`src/hw/rtl/antialiased_vector_line_rasterizer_assert.svh`:
```
// Assertion macros shared by the rasterizer modules.
`ifndef ANTIALIASED_VECTOR_LINE_RASTERIZER_ASSERT_SVH
`define ANTIALIASED_VECTOR_LINE_RASTERIZER_ASSERT_SVH

// An implication checked on every clock edge outside reset.
`define AVLR_ASSERT_IMP(lbl, clk, rstn, ante, cons) \
  lbl: assert property (@(posedge clk) disable iff (!rstn) (ante) |-> (cons)) \
    else $error("assertion failed");

// A next-cycle implication checked outside reset.
`define AVLR_ASSERT_NXT(lbl, clk, rstn, ante, cons) \
  lbl: assert property (@(posedge clk) disable iff (!rstn) (ante) |=> (cons)) \
    else $error("assertion failed");

`endif

```
`src/hw/rtl/avlr_pkg.sv`:
```
`timescale 1ns / 1ps
package avlr_pkg;

  typedef enum logic [1:0] {
    OP_CLEAR = 2'd0,
    OP_DRAW  = 2'd1,
    OP_READ  = 2'd2,
    OP_NONE  = 2'd3
  } op_e;

  typedef struct packed {
    logic [1:0]         op;
    logic signed [15:0] seg_x0;
    logic signed [15:0] seg_y0;
    logic signed [15:0] seg_x1;
    logic signed [15:0] seg_y1;
    logic [2:0]         seg_hue;
    logic [4:0]         seg_brightness;
    logic [7:0]         read_col;
    logic [8:0]         read_row;
  } avlr_in_t;

  typedef struct packed {
    logic       read_valid;
    logic [2:0] pixel_hue;
    logic [4:0] pixel_brightness;
  } avlr_out_t;

  localparam int unsigned LumMax = 31;

  // Requests from the sequencer to the frame store port.
  typedef struct packed {
    logic       wr;
    logic       rd;
    logic [7:0] data;
  } avlr_mem_req_t;

endpackage

```
`src/hw/rtl/avlr_div.sv`:
```
`timescale 1ns / 1ps
// Restoring signed divider, one quotient bit per cycle, truncating toward zero.
module avlr_div
  import avlr_pkg::*;
#(
  parameter int unsigned W = 48
) (
  input  logic                clk_i,
  input  logic                rst_ni,
  input  logic                go_i,
  input  logic signed [W-1:0] num_i,
  input  logic signed [W-1:0] den_i,
  output logic                done_o,
  output logic signed [W-1:0] quo_o
);

  localparam int unsigned CW = $clog2(W + 1);

  logic [W-1:0]  rem_q, rem_d, quo_q, quo_d, den_q, den_d;
  logic          neg_q, neg_d, busy_q, busy_d, done_q, done_d;
  logic [CW-1:0] cnt_q, cnt_d;
  logic [W:0]    trial;
  logic [W-1:0]  an, ad;

  assign an = num_i[W-1] ? W'(-num_i) : W'(num_i);
  assign ad = den_i[W-1] ? W'(-den_i) : W'(den_i);
  assign trial = {rem_q, quo_q[W-1]} - {1'b0, den_q};

  always_comb begin
    rem_d  = rem_q;
    quo_d  = quo_q;
    den_d  = den_q;
    neg_d  = neg_q;
    busy_d = busy_q;
    cnt_d  = cnt_q;
    done_d = 1'b0;
    if (go_i) begin
      rem_d  = '0;
      quo_d  = an;
      den_d  = ad;
      neg_d  = num_i[W-1] ^ den_i[W-1];
      busy_d = 1'b1;
      cnt_d  = CW'(W);
    end else if (busy_q) begin
      if (!trial[W]) begin
        rem_d = trial[W-1:0];
        quo_d = {quo_q[W-2:0], 1'b1};
      end else begin
        rem_d = {rem_q[W-2:0], quo_q[W-1]};
        quo_d = {quo_q[W-2:0], 1'b0};
      end
      cnt_d = cnt_q - 1'b1;
      if (cnt_q == CW'(1)) begin
        busy_d = 1'b0;
        done_d = 1'b1;
      end
    end
  end

  always_ff @(posedge clk_i or negedge rst_ni) begin
    if (!rst_ni) begin
      busy_q <= 1'b0;
      done_q <= 1'b0;
      cnt_q  <= '0;
    end else begin
      busy_q <= busy_d;
      done_q <= done_d;
      cnt_q  <= cnt_d;
    end
  end

  always_ff @(posedge clk_i) begin
    rem_q <= rem_d;
    quo_q <= quo_d;
    den_q <= den_d;
    neg_q <= neg_d;
  end

  assign done_o = done_q;
  assign quo_o  = neg_q ? W'(-quo_q) : W'(quo_q);

endmodule

```
`config.mk`:
```
export PLATFORM = sky130hd
export DESIGN_NAME = avlr_div
export DESIGN_NICKNAME = d
export VERILOG_FILES = /design/src/hw/rtl/antialiased_vector_line_rasterizer_assert.svh /design/src/hw/rtl/avlr_pkg.sv /design/src/hw/rtl/avlr_div.sv
export SDC_FILE = /design/constraint.sdc
export NUM_CORES = 1
export LEC_CHECK = 0
export CAP_MARGIN = 10
export CORE_MARGIN = 2
export CORE_UTILIZATION = 55
export CTS_CLUSTER_SIZE = 25
export DETAILED_ROUTE_END_ITERATION = 10
export DONT_BUFFER_PORTS = 1
export GPL_ROUTABILITY_DRIVEN = 0
export HOLD_SLACK_MARGIN = 0.06
export PLACE_DENSITY = 0.7
export REMOVE_ABC_BUFFERS = 1
export SETUP_SLACK_MARGIN = 0.05
export SYNTH_ARGS = -nofsm -noshare
export SYNTH_HDL_FRONTEND = slang
export SYNTH_SLANG_ARGS = --single-unit
```
`constraint.sdc`:
```
create_clock -name clk_i -period 4.4 [get_ports clk_i]
set_clock_uncertainty 0.15 [all_clocks]
set_input_delay 0.22 -clock clk_i [delete_from_list [all_inputs] [get_ports clk_i]]
set_output_delay 0.22 -clock clk_i [all_outputs]
set_load 0.03 [all_outputs]
```
; Word level (Yosys, flattened, before mapping)
; Cells that the tools add are included.
[word_totals]
reg_bits = 153
in_bits = 99
out_inout_bits = 49
wordCells = 31
[classes]
n_addsub = 5
n_eq_ne = 1
mux = 15
bitwise_logic = 1
reduce_logical = 1
[ops]
columns = cell, count
row1 = 48-bit 2-to-1 mux, 5
row2 = 48-bit negation, 3
row3 = 49-bit by 48-bit subtractor with 49-bit output, 1
row4 = 47-bit 2-to-1 mux, 1
row5 = 6-bit 2-to-1 mux, 2
row6 = 1-bit 2-to-1 mux, 7
row7 = "6-bit by 1-bit equality test with 1-bit output, second input constant", 1
row8 = "6-bit by 1-bit subtractor with 6-bit output, second input constant", 1
row9 = 2-bit nonzero test, 1
row10 = 1-bit XOR, 1

; Logic depth before layout (Yosys ltp)
; Gate-level depths: netlist of the first run.
[logic_depth]
word_depth = 4
mapped_depth = 14
depth_no_buf = 12

; Least setup slack after synthesis of the first run
; OpenSTA, ideal clock, no wires.
[synth_timing]
path_type = register to output
from = reg quo_q[6]
to = out quo_o[37]
arrival_ps = 3947
required_time_ps = 4030
slack_ps = 83
path_stages_with_launch = 11
n_path_buf = 1
cell_sequence = edfxtp_1 > or4_4 > or3_4 > or4_4 > or4_4 > or3_4 > or2_4 > or4_4 > buf_6 > o41ai_4 > xnor2_1
[synth_between]
elab_chain_cells = 2
[synth_rtl]
columns = item, line
row1 = from (decl), avlr_div.sv:19  ; logic [W-1:0] rem_q, rem_d, quo_q, quo_d, den_q, den_d;
row2 = from (signal assigned), avlr_div.sv:74  ; quo_q <= quo_d;
row3 = 48-bit negation, avlr_div.sv:80  ; assign quo_o = neg_q ? W'(-quo_q) : W'(quo_q);
row4 = 48-bit 2-to-1 mux, avlr_div.sv:80
row5 = to (decl), avlr_div.sv:14  ; output logic signed [W-1:0] quo_o
; No other way between the ends.

; Worst setup path in the final report of the first run
[layout_timing]
from = reg quo_q[6]
to = out quo_o[45]
; Same word-level chain as after synthesis.

==> reports/results.txt, run 1 <==
The run finished, with violations left. The final reports fail on negative setup slack. The count of buffers inserted at the top-level ports was 0. The sort of element at the start of the critical path is a flip-flop. The final-layout fill cell count is 1,629, and the DRC violation count after routing is 0. Among all flip-flop cells after synthesis, the most frequent one is sky130_fd_sc_hd__edfxtp_1. The type of the worst setup path was flip-flop to primary output. Row generation in the floorplan step produced 53 rows.

Setup slack on the worst reg-to-reg path comes out at 330 ps. The clock network fraction of total power came out at 0.325. Startpoint of the worst-slack reg-to-reg timing path: den_q[19]$_DFFE_PP_. CTS placed an instance of sky130_fd_sc_hd__clkbuf_16 at the clock tree root.

The global-route wire length before repair is 52.75 mm. The clock insertion delay at the later pin of the skew report is 430 ps. Vias per cell: 6.236. STA classifies the critical path endpoint as a primary output. The HPWL after detailed placement is 21.49 mm. The number of hold violations in the final report came out at 0. The synthesized design spends more area on one cell type than any other, namely sky130_fd_sc_hd__edfxtp_1. The post-synthesis async set-or-reset flop share works out to 0.05229. The run gives 2 as the maximum number of buffers from clock root to sink.

The y dimension of the die came out at 151.4 um. The final-stage net count was 1,618; the total congestion overflow was 0. Share of total power in sequential cells: 0.410.

The worst register-to-register path ends at rem_q[46]$_SDFFE_PP0P_. The core region is 21,150 um^2. The total count of max-transition violations in the final report came out at 0. The largest net degree at the start of global routing was 192. The total iterations of the first detailed-routing run is 5, and the minimum period implied by the final worst setup slack is 4817 ps. The path with the worst hold slack has its endpoint at quo_q[26]$_DFFE_PP_. Summed over all nets, the switching power comes to 0.001454 W. Counting every sink on the clock net gives 153. The leakage dissipation was 5.404 nW. The share of post-route cells with drive strength above 1 is 0.07984. The tools report the violation count after the first detailed-routing iteration as 771. Across the VDD grid, the largest voltage drop is 0.2436 mV.

Across the run, the number of max-cap violations was 0. The tools report the number of antenna violations at the first check in global routing as 0. After synthesis the netlist holds a flip-flop and latch count of 153.

The net switching fraction of the power works out to 0.3330. The netlist uses 75 different library cells. In the synthesized netlist, the number of instances is 1,353. The number of enable-type register cells in the synthesized netlist came out at 97. The path class of the tightest hold or removal check is input pin to flip-flop.

Yosys attributes the largest share of cell area to sky130_fd_sc_hd__edfxtp_1 (24%), sky130_fd_sc_hd__xnor2_1 (8.9%), sky130_fd_sc_hd__dfxtp_1 (8.0%). The routed length per instance was 18.81 um; the upper clock frequency limit was 0.2076 GHz. The average cell area after synthesis is 8.836 um^2. The die covers 22,930 um^2. For the worst flop-to-flop path, the logic depth is 13. Setup repair after global routing could not meet its margin everywhere.

The tools report the post-synthesis sequential area ratio as 0.3408. The tools report the total track usage as 0.2912. The die is 151.4 um wide.

The final core area utilization came out at 0.6756. The tools report the beginning of the worst hold path as num_i[26]. Wire length after detailed routing: 32.97 mm. The H-tree generated during clock tree synthesis spans 4 levels. Growth of design area from synthesis to finish: 19.55%. Once detail routing completed, the nets flagged for antenna violations numbered 0.

The post-placement worst setup slack is 29.13 ps. After routing, the total negative slack on setup checks comes to -2797 ps. The repair_antennas step left the layout with diodes totalling 0. The tools report the arrival time of the worst setup path as 4450 ps. The maximum net fanout on the critical path was 7; the clock transition at the registers of the reported paths was 60 ps.

At the worst endpoint, the required time is 4030 ps. On the final layout, the worst hold slack is 56.33 ps. TritonCTS built the clock tree.

The vias after detailed routing came out at 10,930. The actual slew at the worst max-slew pin was 1243 ps; the internal power consumption was 0.002911 W. The number of clock buffers added by TritonCTS is 17.

For the starting utilization of the core area, the log shows 0.5652. The remaining max-slew budget at the tightest pin is 0.1683, and the count of yosys warnings during synthesis is 0. The boundary pin count came out at 148.

Dividing total power by cell area gives a power density of 305.4 nW/um^2. The run gives 0.265 as the part of the power in combinational logic. After synthesis the cells add up to 11,960 um^2.

The final worst setup slack is -416.7 ps, and the cell depth of the worst hold path is 2. By count the netlist is led by sky130_fd_sc_hd__nor2_1 (122), sky130_fd_sc_hd__xnor2_1 (122), sky130_fd_sc_hd__edfxtp_1 (97). The top-area cell type share of the netlist area came out at 0.2436.

The final period utilization came out at 1.095. The logs give 10,400 for the number of global-route vias before repair and 8 for the setup-violating endpoint count in the final report.
## layout make-up
cell class,count,area [um^2],area share
timing repair buffer,159,1563,0.1093
multi-input combinational,1067,7502,0.5249
clock inverter,11,85.08,0.005953
tap,275,344.1,0.02407
sequential,153,4075,0.2851
inverter,67,251.5,0.01760
clock buffer,21,471.7,0.03300
## critical path, cell delays in order, from the launching register on
cell and delay, ps:
sky130_fd_sc_hd__edfxtp_1 400, sky130_fd_sc_hd__or4_4 560, sky130_fd_sc_hd__or3_4 360, sky130_fd_sc_hd__or4_4 490, sky130_fd_sc_hd__or4_4 440, sky130_fd_sc_hd__or3_4 350
sky130_fd_sc_hd__or2_4 250, sky130_fd_sc_hd__or4_4 540, sky130_fd_sc_hd__o31ai_2 240, sky130_fd_sc_hd__xnor2_1 190, sky130_fd_sc_hd__buf_4 210
## cell families after synthesis
group | after synthesis | share of synthesized area
buffers and inverters | 133 | 0.04270
adders and majority gates | 54 | 0.05714
muxes | 53 | 0.04615
DFF | 153 | 0.3408
AOI/OAI and AO/OA | 368 | 0.2045
xor gates and xnor gates | 182 | 0.1333
and+or+nand+nor | 410 | 0.1754
## cell usage in the layout, fill, tap and decap left out, types with 19 or more instances in the layout
cell	n
sky130_fd_sc_hd__a211oi_1	41
sky130_fd_sc_hd__a21o_1	22
sky130_fd_sc_hd__a21oi_1	86
sky130_fd_sc_hd__buf_4	27
sky130_fd_sc_hd__dfxtp_1	48
sky130_fd_sc_hd__dlygate4sd3_1	128
sky130_fd_sc_hd__edfxtp_1	97
sky130_fd_sc_hd__ha_1	53
sky130_fd_sc_hd__inv_1	66
sky130_fd_sc_hd__mux2i_1	36
sky130_fd_sc_hd__nand2_1	90
sky130_fd_sc_hd__nand2b_1	25
sky130_fd_sc_hd__nand3_1	19
sky130_fd_sc_hd__nor2_1	122
sky130_fd_sc_hd__nor3_1	21
sky130_fd_sc_hd__o21ai_0	66
sky130_fd_sc_hd__o31ai_1	36
sky130_fd_sc_hd__or3_1	22
sky130_fd_sc_hd__or4_1	22
sky130_fd_sc_hd__xnor2_1	117
sky130_fd_sc_hd__xor2_1	60
## repair_timing
item / 4_1_cts / 5_1_grt
setup endpoints to repair: 8 / 13
hold buffers: 129 / 0
gates resized for setup: 6 / 13
hold endpoints to repair: 210 / 0
setup buffers: 4 / 2
gates cloned: 0 / 0
pin swaps: 2 / 6
## flip-flops by register name, summed over array words and instances, names as in the netlist
register and flops:
done_o 1, neg_q 1, rem_q 48, cnt_q 6
busy_q 1, quo_q 48, den_q 48
## routing by layer
metal  vias up  global-route usage  share of wire
met5         -                   0              0
met4         0              0.1131          0.030
met3        84             0.06325          0.072
met2       470              0.4805           0.48
met1      5159              0.3731           0.42
li1       5218                   -              -
## per-stage QoR
stage	cell area (um^2)	power, W	std cells
detailed placement	12250	0.002753	1586
floorplan	11700	0.002563	1287
global route	14290	0.004532	1753
CTS	14190	0.004340	1751
finish	14290	0.004365	1753
global placement	12250	0.002741	1586
## worst max-delay path by stage
stage                              from  cells after the start  slack (ps)               endpoint
global route         quo_q[6]$_DFFE_PP_                     10        -480              quo_o[45]
finish               quo_q[6]$_DFFE_PP_                     10        -420              quo_o[45]
CTS                  quo_q[6]$_DFFE_PP_                     10        -400              quo_o[45]
global placement     quo_q[6]$_DFFE_PP_                     10          80              quo_o[45]
floorplan           quo_q[47]$_DFFE_PP_                     12        -240  rem_q[0]$_SDFFE_PP0P_
detailed placement   quo_q[6]$_DFFE_PP_                     10          30              quo_o[45]
## power groups by stage
stage / Clock, W / Combinational (W) / Sequential, W
final: 0.00142 / 0.00116 / 0.00179
after detailed placement: 0 / 0.000945 / 0.00181
after CTS: 0.00143 / 0.00113 / 0.00178
after global placement: 0 / 0.000936 / 0.00181
after floorplan: 0 / 0.000771 / 0.00179
after global routing: 0.00148 / 0.00125 / 0.00181
Power figures use the tool's default switching activity.
==> inputs of run 2 (changes only) <==
- CORE_MARGIN: 2 -> not set
- CORE_UTILIZATION: 55 -> 25
- PLACE_DENSITY: 0.7 -> not set
==> run 2 against run 1 <==
Net effect: the run ends with design-rule violations, negative setup slack left; utilization fell by 36 points; first-iteration DRC count down 29%; final cell count up 20%; total power increased by 3.3%; via count is 2.9% lower; global-route usage shrank 14 points; non-clock buffer count grew 16; count of clock-buffer cells in the layout fell by 2; combinational power grew 3%; maximum frequency rose by 0.84%; highest routed layer unchanged.
==> reports/results.txt, run 2 (synthesis results as in run 1) <==
The logs give 153 (unchanged) for the TritonCTS sink count and 0.2552 (-0.3100) for the starting utilization of the core area. The routed length per instance is 17.35 um (-7.7%). Core box area: 46,850 um^2 (+120%). The TritonCTS buffer count was 17 (unchanged). Setup repair after global routing could not meet its margin everywhere.

The number of inserted diodes was 0 (unchanged). The actual slew at the worst max-slew pin is 1148 ps (-95.53 ps), and the global-route wire length before repair is 57.41 mm (+8.8%). The largest net degree at the start of global routing is 192 (unchanged). For the wire length after detailed routing, the log shows 36.45 mm (+11%). The minimum period implied by the final worst setup slack was 4776 ps (-40.25 ps); the final period utilization was 1.086 (-0.009148).

The cell depth of the worst hold path was 4 (+2). The CTS H-tree depth was 4 (unchanged). The total iterations of the first detailed-routing run was 10 (+5). STA classifies the critical path startpoint as a flip-flop.

The setup-violating endpoint count in the final report was 9 (+1); the max-capacitance violation count was 0 (unchanged). The worst setup path is captured at a primary output. The die extent in x works out to 220.7 um (+46%). The maximum net fanout on the critical path came out at 7 (unchanged). From synthesis to final layout, the design area changed by 24.62%. The share of post-route cells with drive strength above 1 is 0.07764 (-0.002194), and the cell depth of the worst flop-to-flop path is 14 (+1). The number of antenna violations at the first check in global routing is 0 (unchanged).

The number of cells on the critical path is 10 (unchanged). The maximum cell stage delay along the critical path is 550 ps (about the same). The logs give 79 (+49%) for the number of core rows and 4030 ps (about the same) for the required arrival time at the worst endpoint.

Leaving out fill and tap cells, the most frequent cell in the layout is sky130_fd_sc_hd__dlygate4sd3_1. The number of global-route vias before repair was 10,690 (+2.7%). The count of buffer and inverter cells on the critical path is 1 (unchanged), and the remaining max-slew budget at the tightest pin is 0.2267 (+0.05834). The y dimension of the die was 220.7 um (+46%); the clock transition at the registers of the reported paths was 70 ps (about the same). For the total track usage, the log shows 0.1508 (-0.1404).

The die area came out at 48,700 um^2 (+110%). The startpoint identified for the worst register-to-register timing path is quo_q[47]$_DFFE_PP_. The vias per cell is 5.054 (-19%), and the maximum number of buffers from clock root to sink is 2 (unchanged). The antenna violation net count after detailed routing was 0 (unchanged). Number of hold violations in the final report: 0 (unchanged).

The final core area utilization was 0.3180 (-0.3577). Among cell families on the critical path, the largest total delay comes from simple AND/OR/NAND/NOR gates. The final reports fail on design-rule violations, negative setup slack. The count of buffers inserted at the top-level ports is 0 (unchanged). The launch point of the critical path was quo_q[6]$_DFFE_PP_. The leakage dissipation was 5.494 nW (+1.7%). The vias after detailed routing was 10,620 (-2.9%). The top cell types in the final layout, fill and taps aside, are sky130_fd_sc_hd__dlygate4sd3_1 (141), sky130_fd_sc_hd__nor2_1 (122), sky130_fd_sc_hd__xnor2_1 (115). The largest registers in the layout are den_q x48, quo_q x48, rem_q x48. Most frequent cell on the critical path: sky130_fd_sc_hd__or4_4.

The startpoint identified for the worst hold timing path is num_i[1]. The post-placement worst setup slack came out at 10.93 ps (-18.20 ps). The tightest min-delay check is of the input pin to flip-flop type.

The power density over the cells is 302.6 nW/um^2 (-0.91%), and the worst voltage drop across the vdd grid is 0.2406 mV (-1.2%). For the total congestion overflow, the log shows 0 (unchanged). Traced cell by cell, the critical path runs through or4_4, or3_4, or4_4, or4_4, or3_4, or2_4, or4_4, o41ai_4, xnor2_1, buf_4. The final-layout fill cell count is 4,883 (+200%).

The tree is rooted in a sky130_fd_sc_hd__clkbuf_16. The run gives 1,634 (+0.99%) as the final-stage net count. The run gives 0.2094 GHz (+0.84%) as the upper clock frequency limit. The slowest cell on the critical path is sky130_fd_sc_hd__or4_4. The flow ran to the end, but the final reports show violations.

The violation count after the first detailed-routing iteration is 551 (-29%), and the DRC violation count after routing is 2 (+2). TritonCTS built the clock tree. The logs give 148 (unchanged) for the boundary pin count and -376.5 ps (+40.25 ps) for the final worst setup slack. Type of the worst setup path: flip-flop to primary output.

The total count of max-transition violations in the final report is 0 (unchanged). The clock insertion delay at the later pin of the skew report was 450 ps (+20 ps). The run gives 4410 ps (-40 ps) as the arrival time of the worst setup path.

The tools report the detailed placer's ending HPWL as 25.42 mm (+18%).
==> run 2: per-stage QoR <==
stage | hold slack (ps) | power (W) | instances | instance area [um^2] | setup TNS (ps)
floorplan | -225.6 | 0.002563 | 1287 | 11700 | -5984
global placement | -225.3 | 0.002793 | 1925 | 12740 | 0
detailed placement | -225.4 | 0.002804 | 1925 | 12740 | 0
CTS | 61.36 | 0.004532 | 2100 | 14840 | -2751
global route | 80.37 | 0.004711 | 2101 | 14900 | -3647
finish | 91.16 | 0.004509 | 2101 | 14900 | -2709
==> run 2: metal layers <==
| layer | part of all wire | GRT usage | up-vias |
|---|---|---|---|
| li1 | - | - | 5234 |
| met1 | 0.42 | 0.1761 | 5082 |
| met2 | 0.50 | 0.2671 | 249 |
| met3 | 0.056 | 0.03491 | 53 |
| met4 | 0.024 | 0.05434 | 0 |
| met5 | 0 | 0 | - |
==> run 2: cell type report <==
class,instances,area (um^2),share of cell area
multi-input combinational,1067,7472,0.5016
clock buffer,19,432.9,0.02906
timing repair buffer,175,1753,0.1177
clock inverter,13,153.9,0.01033
tap,607,759.5,0.05098
sequential,153,4075,0.2735
inverter,67,251.5,0.01688
==> run 2: worst paths after layout <==
kind | end | slack [ps]
setup / recovery | quo_o[37] | -380
hold / removal | quo_q[1]$_DFFE_PP_ | 90
setup reg to reg | rem_q[34]$_SDFFE_PP0P_ | 460
hold reg to reg | rem_q[1]$_SDFFE_PP0P_ | 340
max in group asynchronous | busy_q$_DFF_PN0_ | 3280
min in group asynchronous | cnt_q[0]$_DFFE_PN0P_ | 520
==> run 2: report_power, final <==
part / switching, W / internal, W / total, W
logic: 0.000718 / 0.000483 / 0.00120
registers: 0.000119 / 0.00168 / 0.00180
clock network: 0.000627 / 0.000886 / 0.00151
total: 0.00146 / 0.00304 / 0.00451
==> run 2: repair_timing <==
action	CTS	global route
resized for setup	7	6
hold endpoints to repair	210	0
hold buffers	143	0
pin swaps	0	2
cloned	0	0
setup endpoints to repair	10	12
buffers inserted	0	1
==> run 2: worst reg2reg max path: stages (launching register included) <==
cell and delay [ps]:
sky130_fd_sc_hd__edfxtp_1 440, sky130_fd_sc_hd__inv_1 90, sky130_fd_sc_hd__ha_1 230, sky130_fd_sc_hd__fa_1 410
sky130_fd_sc_hd__nand2b_1 190, sky130_fd_sc_hd__a21oi_1 270, sky130_fd_sc_hd__nor2_1 90, sky130_fd_sc_hd__o311ai_1 270
sky130_fd_sc_hd__buf_4 210, sky130_fd_sc_hd__a2111o_1 160, sky130_fd_sc_hd__a21o_1 190, sky130_fd_sc_hd__and2_2 490
sky130_fd_sc_hd__buf_12 270, sky130_fd_sc_hd__nand3_1 120, sky130_fd_sc_hd__a311oi_1 270
==> inputs of run 3 (changes only) <==
- BUFFER_PORTS_ARGS: not set -> -buffer_cell sky130_fd_sc_hd__buf_2
- DONT_BUFFER_PORTS: 1 -> not set
- GPL_ROUTABILITY_DRIVEN: 0 -> not set
==> run 3 against run 2 <==
Net effect: the run still ends with design-rule violations, negative setup slack left; first-iteration DRC count increased by 11%; global-route usage decreased by 0.74 points; register-to-register slack better by 30 ps; total power hardly changed; sequential power about the same; final cell count up 3.7%.
==> reports/results.txt, run 3 (synthesis results as in run 1) <==
The run gives 4 (+2) as the DRC violation count after routing. STA classifies the critical path endpoint as a primary output. The minimum setup slack among reg-to-reg paths is 490 ps (+30 ps).

The most frequent standard cell in the layout excluding fill and tap cells was sky130_fd_sc_hd__buf_2. The final period utilization was 1.080 (-0.005071); the starting utilization of the core area was 0.2552 (unchanged). The required arrival time at the worst endpoint was 4030 ps (about the same). The slowest stage of the critical path belongs to the cell sky130_fd_sc_hd__or4_4. For the number of hold violations in the final report, the log shows 0 (unchanged). For the leakage dissipation, the log shows 5.693 nW (+3.6%).

The worst setup path is launched from a flip-flop. The run gives 0.1773 (+0.001257) as the met1 track demand over resource. The tree is rooted in a sky130_fd_sc_hd__clkbuf_16.

The minimum period implied by the final worst setup slack works out to 4754 ps (-22.31 ps). The smallest hold slack is 81.80 ps (-9.367 ps), and the total track usage is 0.1434 (-0.007408). The met2 routing resource usage after global routing was 0.2489 (-0.01823); the growth of design area from synthesis to finish was 24.24%.

The global-route wire length before repair was 55.65 mm (-3.1%). Walking the worst path, the cells encountered are or4_4, or3_4, or4_4, or4_4, or3_4, or2_4, or4_4, buf_6, o31ai_4, xnor2_1, buf_4. The count of buffer and inverter cells on the critical path came out at 2 (+1). Number of antenna violations at the first check in global routing: 4 (+4). The run finished, with violations left. The tools report the total congestion overflow as 0 (unchanged). The tightest min-delay check is of the input pin to flip-flop type. The tools report the arrival time of the worst setup path as 4380 ps (-30 ps).

TritonCTS built the clock tree. The logs give 611 (+11%) for the violation count after the first detailed-routing iteration and 25.90 mm (+1.9%) for the detailed placer's ending HPWL. The final reports fail on design-rule violations, negative setup slack.

The vias per cell is 4.969 (-1.7%), and the power density over the cells is 303.3 nW/um^2 (+0.22%). The clock transition at the registers of the reported paths was 60 ps (about the same). The most used routing layer in global routing was met2. The final-stage net count was 1,705 (+4.3%); the maximum net fanout on the critical path was 6 (-1). The critical path is of the flip-flop to primary output type. The routed length per instance was 16.07 um (-7.4%); the number of core rows was 79 (unchanged). At the end of routability-driven placement, the weighted congestion stood at 0.8956. The tools report the antenna violation net count after detailed routing as 0 (unchanged). The run gives 440 ps (about the same) as the clock insertion delay at the later pin of the skew report. The upper clock frequency limit came out at 0.2103 GHz (+0.47%). For the boundary pin count, the log shows 148 (unchanged). The run gives 10,680 (-0.028%) as the number of global-route vias before repair. The total count of max-transition violations in the final report is 0 (unchanged). The maximum number of buffers from clock root to sink was 2 (unchanged). The TritonCTS sink count is 153 (unchanged). The largest registers in the layout are den_q x48, quo_q x48, rem_q x48.

The run gives 0 (unchanged) as the max-capacitance violation count. The run gives 0.3170 (-0.0009610) as the final core area utilization. The cell area after placement is 13,410 um^2 (+5.2%). The total iterations of the first detailed-routing run is 8 (-2), and the wire length after detailed routing is 35.01 mm (-4.0%). Share of post-route cells with drive strength above 1: 0.1636 (+0.08593).

For the vias after detailed routing, the log shows 10,820 (+1.9%). The setup-violating endpoint count in the final report is 7 (-2), and the CTS H-tree depth is 4 (unchanged). Die extent in x: 220.7 um (unchanged). For the TritonCTS buffer count, the log shows 17 (unchanged). The most frequent cell on the critical path is sky130_fd_sc_hd__or4_4.

The met3 capacity usage during global routing is 0.02364 (-0.01127), and the worst voltage drop across the vdd grid is 0.1928 mV (-20%). The largest net degree at the start of global routing was 131 (-32%). The final worst setup slack is -354.1 ps (+22.31 ps). The y dimension of the die is 220.7 um (unchanged), and the count of buffers inserted at the top-level ports is 147 (+147). For the remaining max-slew budget at the tightest pin, the log shows 0.2785 (+0.05179). The library cells used most frequently in the layout, excluding fill and tap cells, are sky130_fd_sc_hd__buf_2 (137), sky130_fd_sc_hd__nor2_1 (122), sky130_fd_sc_hd__xnor2_1 (120). Among cell families on the critical path, the largest total delay comes from simple AND/OR/NAND/NOR gates. The logs give 48,700 um^2 (unchanged) for the die area and 14,850 um^2 (-0.30%) for the summed area of non-filler cells in the final layout. Setup repair after global routing could not meet its margin everywhere. The maximum cell stage delay along the critical path was 540 ps (about the same); the actual slew at the worst max-slew pin was 1082 ps (-65.56 ps).

The core box area was 46,850 um^2 (unchanged).
[run 3: cell count changes in the layout (fill, tap and decap cells not counted), sizes merged]
cell         previous run  this run
dlygate4sd3           141        72
buf                    34       174
diode                   0         6
clkinv                  8         6
clkinvlp                2         4
inv                    67        68
bufinv                  3         2
[run 3: where the power goes]
group / leakage, nW / switching, W / internal [W]
clock network: 0.262 / 0.000639 / 0.000829
logic: 3.98 / 0.000749 / 0.000493
registers: 1.46 / 0.000119 / 0.00168
total: 5.69 / 0.00151 / 0.00300
[run 3: final timing paths]
check | from | endpoint | depth (start not counted)
min | num_i[39] | quo_q[39]$_DFFE_PP_ | 3
min reg2reg | rem_q[1]$_SDFFE_PP0P_ | rem_q[1]$_SDFFE_PP0P_ | 2
max in group asynchronous | rst_ni | busy_q$_DFF_PN0_ | 3
max reg2reg | quo_q[47]$_DFFE_PP_ | rem_q[6]$_SDFFE_PP0P_ | 15
min in group asynchronous | rst_ni | cnt_q[4]$_DFFE_PN0P_ | 3
max | quo_q[3]$_DFFE_PP_ | quo_o[45] | 11
[run 3: layer usage]
layer / up-vias / wire (um)
li1: 5384 / -
met1: 5115 / 15330
met2: 273 / 17170
met3: 51 / 1580
met4: 0 / 926
met5: - / 0
[run 3: cell type report]
cell class                 instances  area [um^2]
timing repair buffer             246         1712
tap                              607        759.5
sequential                       153         4075
clock inverter                    13        128.9
fill                            4889        32000
inverter                          67        251.5
multi-input combinational       1067         7478
antenna                            6        15.01
clock buffer                      19        432.9
[run 3: through the flow]
step           TNS [ps]  total power [W]  setup slack (ps)  cells
2_1_floorplan     -5984         0.002563            -235.7   1287
3_3_place_gp     -37.18         0.002960            -19.44   2067
3_5_place_dp     -113.9         0.002974            -38.50   2067
4_1_cts           -3178         0.004534            -509.3   2172
5_1_grt           -2847         0.004709            -450.6   2176
6_report          -1961         0.004505            -354.1   2178
[run 3: worst register-to-register path: stages (launching register included)]
cell and delay [ps]:
sky130_fd_sc_hd__edfxtp_1 430, sky130_fd_sc_hd__inv_1 100, sky130_fd_sc_hd__ha_1 230, sky130_fd_sc_hd__fa_1 400
sky130_fd_sc_hd__nand2b_1 190, sky130_fd_sc_hd__a21oi_1 280, sky130_fd_sc_hd__nor2_1 90, sky130_fd_sc_hd__o311ai_1 300
sky130_fd_sc_hd__buf_4 210, sky130_fd_sc_hd__a2111o_1 160, sky130_fd_sc_hd__a21o_1 170, sky130_fd_sc_hd__and2_2 170
sky130_fd_sc_hd__buf_4 260, sky130_fd_sc_hd__buf_4 290, sky130_fd_sc_hd__mux2i_1 230, sky130_fd_sc_hd__a211oi_1 90
[run 3: repair_timing]
item,CTS,global route
hold endpoints to repair,76,0
hold buffers,72,0
pin swaps,11,4
setup endpoints to repair,10,13
resized for setup,20,7
gates cloned,0,0
buffers inserted,2,0
